File: src/hw/rtl/scs_pkg.sv
// scs_pkg: shared constants and types for the sparse cosine similarity block
// used by scs_ctrl, scs_dp and sparse_cosine_similarity
`default_nettype none
package scs_pkg;
  localparam int MaxEntries = 1024;
  localparam int TermBits = 20;
  localparam int AddrBits = $clog2(MaxEntries);
  localparam int CntBits = $clog2(MaxEntries + 1);
  localparam int SumBits = 48;
  localparam logic [SumBits-1:0] SumMax = {SumBits{1'b1}};

  localparam logic CmdLoadA = 1'b0;
  localparam logic CmdStreamB = 1'b1;

  // controller to datapath
  typedef struct packed {
    logic load_a;      // store one A entry and accumulate its norm
    logic close_a;     // the A word carries last, close the load
    logic b_begin;     // latch a B word, start the cursor scan
    logic b_step;      // compare registered A entry against the B term
    logic fin_start;   // start the products and the cosine search
    logic fin_step;    // one iteration of the finishing unit
    logic clr_b;       // clear cursor and B sums after the result
  } scs_cmd_t;

  // datapath to controller
  typedef struct packed {
    logic b_done;      // cursor scan finished for the current B word
    logic fin_done;    // finishing unit has its answer
  } scs_sts_t;
endpackage
`default_nettype wire

File: src/hw/rtl/scs_ctrl.sv
// scs_ctrl: sequencer for loads, merge scans and the finishing search
// depends on scs_pkg
`default_nettype none
module scs_ctrl
  import scs_pkg::*;
(
  input  wire logic     clk_i,
  input  wire logic     rst_ni,
  input  wire logic     in_valid_i,
  output logic          in_stall_o,
  input  wire logic     cmd_i,
  input  wire logic     last_i,
  output logic          out_valid_o,
  input  wire logic     out_stall_i,
  output scs_cmd_t      ctl_o,
  input  wire scs_sts_t sts_i
);
  typedef enum logic [1:0] {Idle, Scan, Fin, Hold} state_e;
  state_e state_q;
  logic last_q, go;
  assign in_stall_o = state_q != Idle;
  assign go = in_valid_i && state_q == Idle;

  always_comb begin
    ctl_o = '0;
    ctl_o.load_a = go && cmd_i == CmdLoadA;
    ctl_o.close_a = go && cmd_i == CmdLoadA && last_i;
    ctl_o.b_begin = go && cmd_i == CmdStreamB;
    ctl_o.b_step = state_q == Scan;
    ctl_o.fin_start = state_q == Scan && sts_i.b_done && last_q;
    ctl_o.fin_step = state_q == Fin;
    ctl_o.clr_b = state_q == Hold && !out_stall_i;
  end
  assign out_valid_o = state_q == Hold;

  always_ff @(posedge clk_i or negedge rst_ni) begin
    if (!rst_ni) begin
      state_q <= Idle; last_q <= 1'b0;
    end else begin
      unique case (state_q)
        Idle: if (ctl_o.b_begin) begin state_q <= Scan; last_q <= last_i; end
        Scan: if (sts_i.b_done) state_q <= last_q ? Fin : Idle;
        Fin: if (sts_i.fin_done) state_q <= Hold;
        Hold: if (!out_stall_i) state_q <= Idle;
        default: state_q <= Idle;
      endcase
    end
  end

`ifndef SYNTHESIS
  a_one: assert property (@(posedge clk_i) disable iff (!rst_ni)
    $onehot0({ctl_o.load_a, ctl_o.b_begin, ctl_o.b_step})) else $error("cmd overlap");
  a_hold: assert property (@(posedge clk_i) disable iff (!rst_ni)
    out_valid_o && out_stall_i |=> out_valid_o) else $error("result lost");
  a_busy: assert property (@(posedge clk_i) disable iff (!rst_ni)
    out_valid_o |-> in_stall_o) else $error("accept during result");
`endif
endmodule
`default_nettype wire

File: config.mk
export PLATFORM = sky130hd
export DESIGN_NAME = scs_ctrl
export DESIGN_NICKNAME = d
export VERILOG_FILES = /design/src/hw/rtl/scs_pkg.sv /design/src/hw/rtl/scs_ctrl.sv
export SDC_FILE = /design/constraint.sdc
export NUM_CORES = 1
export LEC_CHECK = 0
export BUFFER_PORTS_ARGS = -buffer_cell sky130_fd_sc_hd__buf_2
export CAP_MARGIN = 20
export CORE_AREA = 5 5 42 44
export DETAILED_ROUTE_END_ITERATION = 7
export DIE_AREA = 0 0 47 49
export PLACE_DENSITY = 0.49
export RECOVER_POWER = 25
export SETUP_SLACK_MARGIN = 0.5
export SLEW_MARGIN = 20
export SYNTH_ARGS = -nofsm -noshare
export SYNTH_HDL_FRONTEND = slang
export SYNTH_SLANG_ARGS = --single-unit
File: constraint.sdc
create_clock -name clk_i -period 1.7 [get_ports clk_i]
set_input_delay 0.34 -clock clk_i [delete_from_list [all_inputs] [get_ports clk_i]]
set_output_delay 0.34 -clock clk_i [all_outputs]
set_load 0.02 [all_outputs]
# --- After elaboration in Yosys (flattened, before gate mapping) ---
# Index checks and enable logic that the tools add are counted.
word_totals:
  latch_bits: 0
  in_bits: 8
  rom_bits: 0
  ramBits: 0
  mem_count: 0
  reg_bits: 3
  out_inout_bits: 9
classes:
  n_addsub: 0
  magnitude_cmp: 0
  reduce_logical: 12
  n_shift: 0
  eq_ne: 7
  n_bitwise: 1
  div_mod_pow: 0
  mux: 6
  n_mul: 0
ops:
  columns: ["cell", "count"]
  rows:
  - ["2-bit 2-to-1 mux", 5]
  - ["2-bit case mux with 4 select lines", 1]
  - ["1-bit logical AND", 7]
  - ["2-bit == test (second input constant)", 2]
  - ["2-bit by 1-bit != test with 1-bit output (second input constant)", 2]
  - ["2-bit != test (second input constant)", 2]
  - ["4-bit AND reduction", 1]
  - ["2-bit by 1-bit == test with 1-bit output (second input constant)", 1]
  - ["2-bit logical NOT", 1]
  - ["2-bit AND reduction", 1]
  - ["2-bit nonzero test", 1]
  - ["1-bit logical NOT", 1]
  - ["1-bit inverter", 1]

# --- Longest topological paths before layout ---
# Gate-level depths: netlist of run 1.
logic_depth:
  ltp_word: 5
  depth_mapped: 3
  depth_no_buf: 2

# --- Worst setup path after synthesis of run 1 ---
# OpenSTA, ideal clock, no wires.
synth_path:
  path_type: "register to output"
  startpoint: "register with a tool-made name"
  endpoint: "output port ctl_o[5] (netlist bit)"
  path_slack_ps: 10
  stages_incl_launch_ff: 4
  path_buffers: 1
  arrival_time_ps: 1350
  cell_sequence: "dfrtp_1 -> buf_6 -> nor4b_2 -> and2_1"
synth_rtl:
  columns: ["element", "line_no", "rtl"]
  rows:
  - ["end: declaration", "scs_ctrl.sv:15", "output scs_cmd_t ctl_o,"]

==> flow_summary.ini, run 1 <==
[placed_design]
gp_congestion = 0.656
dp_slack_ps = 252
placed_area_sq_um = 343
port_buffers = 16
hpwl_microns = 490

[setup_path]
cp_data_required_time_ps = 1360
crit_path_top_delay_cell = dfrtp_2
critPathLaunchType = flip-flop
cp.arrival_ps = 1270
startpoint = state_q[0]$_DFFE_PN0P_
end_kind = primary output
crit_chain = nor4b_4 -> and2_4 -> buf_4
max_stage_delay_ps = 450
reg2reg_from = state_q[0]$_DFFE_PN0P_
crit_path_end = ctl_o[5]
crit_type = reg -> out
r2r_slack_ps = 380
timing.rr.end = last_q$_DFFE_PN0P_
r2r_cells = 3
worstPathMaxFanout = 6

[floorplan]
pin_count = 17
die_h_microns = 49
core_sq_um = 1400
dieArea_sq_um = 2300
die_w_microns = 47
initial_core_util_pct = 16.6
rows = 14

[power_and_ir_drop]
p_per_area_nw_per_um2 = 1610
pwr-share-comb_pct = 57.9
power_frac_seq_pct = 24.4
clockPowerShare_pct = 17.7
p_sw_share_pct = 39.2
leakage_nw = 0.221
peakVddDrop_mv = 0.808
power_uw = 724
p_int_uw = 440
p_sw_uw = 284

[clock_tree]
cts.path.max_buffers = 2
cts_inserted_buffers = 3
clock_sinks = 3
clk_pin_slew_ps = 40
cts_root_buf = clkbuf_4
clock_latency_ps = 230
cts_tree = yes
htreeDepth = 1

[hold_path]
hp-class = in -> reg

[synth]
syn_avg_cell_area_sq_um = 11.6
async_reset_ff_share_pct = 100
synth.top_cells.by_count = nor2b_1 (4), and2_1 (3), dfrtp_1 (3)
syn_inst = 20
synth_edf_count = 0
synth_nets = 28
yosysTopAreaCell = dfrtp_1
ys_seq_area_share_pct = 32.3
yosysWarnings = 0
synth.most_common_cell = nor2b_1
synth_area_leaders = dfrtp_1 (32%), nor2b_1 (11%), nor4bb_4 (11%)
ys_ff_latch = 3
synth.distinct_cells = 13
synth_top_area_share_pct = 32.3
ys.flop_type = dfrtp_1
syn_area_sq_um = 233

[sta]
finalCriticalPeriod_ps = 1610
finalSetupViolCount = 0
period_share_pct = 94.5
fin_worst_skew_ps = 2.34
relSlewSlack_pct = 85.2
rsz0062_at_grt = true
fin_hold_ws_ps = 365
finalMaxSlewViolations = 0
setup-tns-final_ps = 0
worst_pin_slew_ps = 222
worst_slack_ps = 92.7
finalHoldViolations = 0
fmax_mhz = 622

[grt]
antenna_found_initial = 0
overflow = 0
grt_pass1_wl_microns = 1040
grt_pass1_vias = 256
grt.total_usage_pct = 6.71
grt_max_degree = 7

[run_status]
run_status = complete, no violations

[finish]
stdcell_area_sq_um = 449
multi_input_area_sq_um = 166
final-seq-area_sq_um = 77.6
final_nets = 54
diodes = 0
num-fill-cells = 169
drive_gt1_share_pct = 71.1
syn2layout_area_growth_pct = 93.0

[routing]
drt_iter0_drc = 2
via_per_inst = 4.00
ant_nets = 0
totalWireLength_microns = 653
vias = 244
drc = 0
wire_per_inst_microns = 10.7
drt_pass1_iterations = 2

[job]
drv_cap = 0
critical path: cells and delay by family (launching register included):
family / cells / cell delay [ps]
and+or+nand+nor: 2 / 450
DFF: 1 / 450
buffers and inverters: 1 / 130
cells in the final DEF, fill, tap and decap left out:
master and instances:
mux2i_1 1, buf_4 9, buf_2 8, nor2b_4 1
nor4b_4 1, dfrtp_1 1, nor2b_1 3, nand3_1 1
clkbuf_4 3, and2_2 1, buf_6 3, nor2_1 1
inv_1 1, and2_4 1, mux4_2 1, clkbuf_1 2
nor4bb_4 1, mux2_4 1, and2_1 1, dfrtp_2 2
dlygate4sd3_1 1, or2_1 1
per-layer routing:
metal / wire length, microns / vias up / track usage (%) / part of all wire [%]
li1: - / 118 / - / -
met1: 289 / 108 / 8.65 / 44
met2: 248 / 18 / 7.24 / 38
met3: 115 / 0 / 5.54 / 18
met4: 0 / 0 / 4.15 / 0
met5: 0 / - / 0 / 0
power groups by stage:
stage          clock [mW]  combinational [mW]  sequential [mW]
6_report            0.128               0.419            0.176
3_3_place_gp            0               0.288            0.189
2_1_floorplan           0               0.258            0.147
4_1_cts             0.133               0.407            0.176
3_5_place_dp            0               0.288            0.191
5_1_grt             0.150               0.448            0.183
metrics by stage:
step,instances,utilization [%]
3_5_place_dp,51,24.5
5_1_grt,61,32.1
2_1_floorplan,20,-
3_3_place_gp,51,24.5
4_1_cts,60,31.3
6_report,61,32.1
layout make-up:
class | count | area share (%)
Clock buffer | 4 | 5.85
Inverter | 1 | 0.836
Multi-Input combinational cell | 15 | 37.0
Sequential cell | 3 | 17.3
Tap cell | 16 | 4.46
Timing Repair Buffer | 22 | 34.5
worst min path at each step:
stage | start | to | slack (ps) | cells past startpoint
global route | last_i | last_q$_DFFE_PN0P_ | 350 | 2
finish | last_i | last_q$_DFFE_PN0P_ | 370 | 2
CTS | last_i | last_q$_DFFE_PN0P_ | 350 | 2
global placement | rst_ni | last_q$_DFFE_PN0P_ | 140 | 1
floorplan | rst_ni | asynchronous set/reset pin | 40 | 0
detailed placement | rst_ni | last_q$_DFFE_PN0P_ | 140 | 1
kinds of logic after synthesis:
| kind of cell | after synthesis | synth area share, % |
|---|---|---|
| buffers and inverters | 2 | 6.45 |
| flip-flops | 3 | 32.3 |
| multiplexers | 3 | 18.8 |
| AND/OR/NAND/NOR | 12 | 42.5 |
repair_timing:
action / CTS / global route
gates resized for setup: 11 / 1
endpoints found under the setup margin: 11 / 11
buffers inserted: 4 / 1
pin swaps: 0 / 1
hold buffers: 1 / 0
hold endpoints to repair: 3 / 0
No activity file was read; power rests on OpenSTA's default activity.
==> inputs of run 2 (changes only) <==
--- a/config.mk
+++ b/config.mk
@@ -7,10 +7,12 @@
 export LEC_CHECK = 0
 export BUFFER_PORTS_ARGS = -buffer_cell sky130_fd_sc_hd__buf_2
 export CAP_MARGIN = 20
+export CELL_PAD_IN_SITES_DETAIL_PLACEMENT = 2
+export CELL_PAD_IN_SITES_GLOBAL_PLACEMENT = 2
 export CORE_AREA = 5 5 42 44
 export DETAILED_ROUTE_END_ITERATION = 7
 export DIE_AREA = 0 0 47 49
-export PLACE_DENSITY = 0.49
+export PLACE_DENSITY = 0.73
 export RECOVER_POWER = 25
 export SETUP_SLACK_MARGIN = 0.5
 export SLEW_MARGIN = 20
==> run 2 against run 1 <==
Net effect: sequential power grew 6%; clock-buffer cell count is the same; register-to-register slack is essentially flat; clock power about the same; clock skew increased by 0.69 ps; sequential share of layout area shrank 1.6 points; via count up 8.2%; cell area is 10% higher; hold slack got worse by 0.88 ps; worst setup slack got worse by 2.2 ps; fmax down 0.13%; critical path type unchanged; highest routed layer unchanged.
==> flow_summary.ini, run 2 (synthesis results as in run 1) <==
[run_status]
run_status = complete, no violations

[routing]
ant_nets = 0
vias = 264
drc = 0
drt_iter0_drc = 3
drt_pass1_iterations = 2
via_per_inst = 4.19
wire_per_inst_microns = 15.4
totalWireLength_microns = 969

[setup_path]
cp.arrival_ps = 1270
worstPathMaxFanout = 6
crit_type = reg -> out
crit_family = flip-flops
critPathLaunchType = flip-flop
crit_chain = nor4bb_4 -> buf_4
path_buf_inv = 1
max_stage_delay_ps = 470
crit_path_top_delay_cell = dfrtp_2
end_kind = primary output
cp_data_required_time_ps = 1360

[sta]
relSlewSlack_pct = 81.8
finalMaxSlewViolations = 0
worst_pin_slew_ps = 273
fin_hold_ws_ps = 364
setup-tns-final_ps = 0
worst_slack_ps = 90.5
fmax_mhz = 621
rsz0062_at_grt = true
finalCriticalPeriod_ps = 1610
finalHoldViolations = 0
period_share_pct = 94.7
fin_worst_skew_ps = 3.03
finalSetupViolCount = 0

[power_and_ir_drop]
leakage_nw = 0.238
power_uw = 862
p_per_area_nw_per_um2 = 1740
peakVddDrop_mv = 0.463

[floorplan]
core_sq_um = 1400
pin_count = 17
rows = 14
die_h_microns = 49
dieArea_sq_um = 2300
die_w_microns = 47
initial_core_util_pct = 16.6

[placed_design]
placed_area_sq_um = 343
place_inst = 51
gp_congestion = 0.672
port_buffers = 16
dp_slack_ps = 250

[clock_tree]
clk_pin_slew_ps = 40
htreeDepth = 1
cts_inserted_buffers = 3
clock_latency_ps = 230
cts_tree = yes
cts.path.max_buffers = 2
cts_root_buf = clkbuf_4
clock_sinks = 3

[grt]
overflow = 0
grt_max_degree = 8
grt_pass1_vias = 316
grt.total_usage_pct = 8.82
grt_pass1_wl_microns = 1340
antenna_found_initial = 0

[finish]
stdcell_area_sq_um = 494
syn2layout_area_growth_pct = 112
finalNonFillerCells = 63
final_common_cell = buf_6
layout_common_cells = buf_6 (9), buf_2 (7), buf_4 (6), clkbuf_4 (3)
final_nets = 56
diodes = 0
final_util_pct = 35.3
drive_gt1_share_pct = 72.3

[job]
drv_cap = 0

[hold_path]
hp-class = in -> reg
-- run 2: cell count changes in the layout (fill, tap and decap cells not counted), sizes merged --
cell  change
buf       +2
-- run 2: per-layer routing --
metal  share of wire, %  up-vias  track usage, %
li1                   -      123               -
met1                 39      124            9.05
met2                 49       17            13.3
met3                 12        0            5.90
met4                  0        0            4.15
met5                  0        -               0
-- run 2: layout make-up --
| class | count | area [sq um] |
|---|---|---|
| clock buffers | 4 | 26.3 |
| fillers | 160 | 907 |
| inverters | 1 | 3.75 |
| multi-input cells | 15 | 171 |
| flip-flops and latches | 3 | 77.6 |
| well taps | 16 | 20.0 |
| repair buffers | 24 | 195 |
-- run 2: timing repair --
| action | CTS | global route |
|---|---|---|
| gates resized for setup | 9 | 11 |
| hold buffers | 1 | 0 |
| pin swaps | 0 | 2 |
| endpoints found under the hold margin | 3 | 0 |
| setup buffers | 4 | 3 |
| setup endpoints to repair | 11 | 11 |
-- run 2: power breakdown --
part           internal (mW)  switching [mW]  total (mW)
combinational          0.329           0.220       0.549
clock                 0.0881          0.0389       0.127
sequential             0.111          0.0750       0.186
-- run 2: path summary, 6_finish.rpt --
check	start	to	slack, ps	cells past startpoint
setup / recovery	flip-flop	ctl_o[4]	90	2
setup reg to reg	flip-flop	state_q[0]$_DFFE_PN0P_	370	3
hold reg to reg	last_q$_DFFE_PN0P_	last_q$_DFFE_PN0P_	510	1
hold / removal	last_i	last_q$_DFFE_PN0P_	360	2
max in group asynchronous	rst_ni	state_q[0]$_DFFE_PN0P_	1060	2
min in group asynchronous	rst_ni	asynchronous set/reset pin	460	2
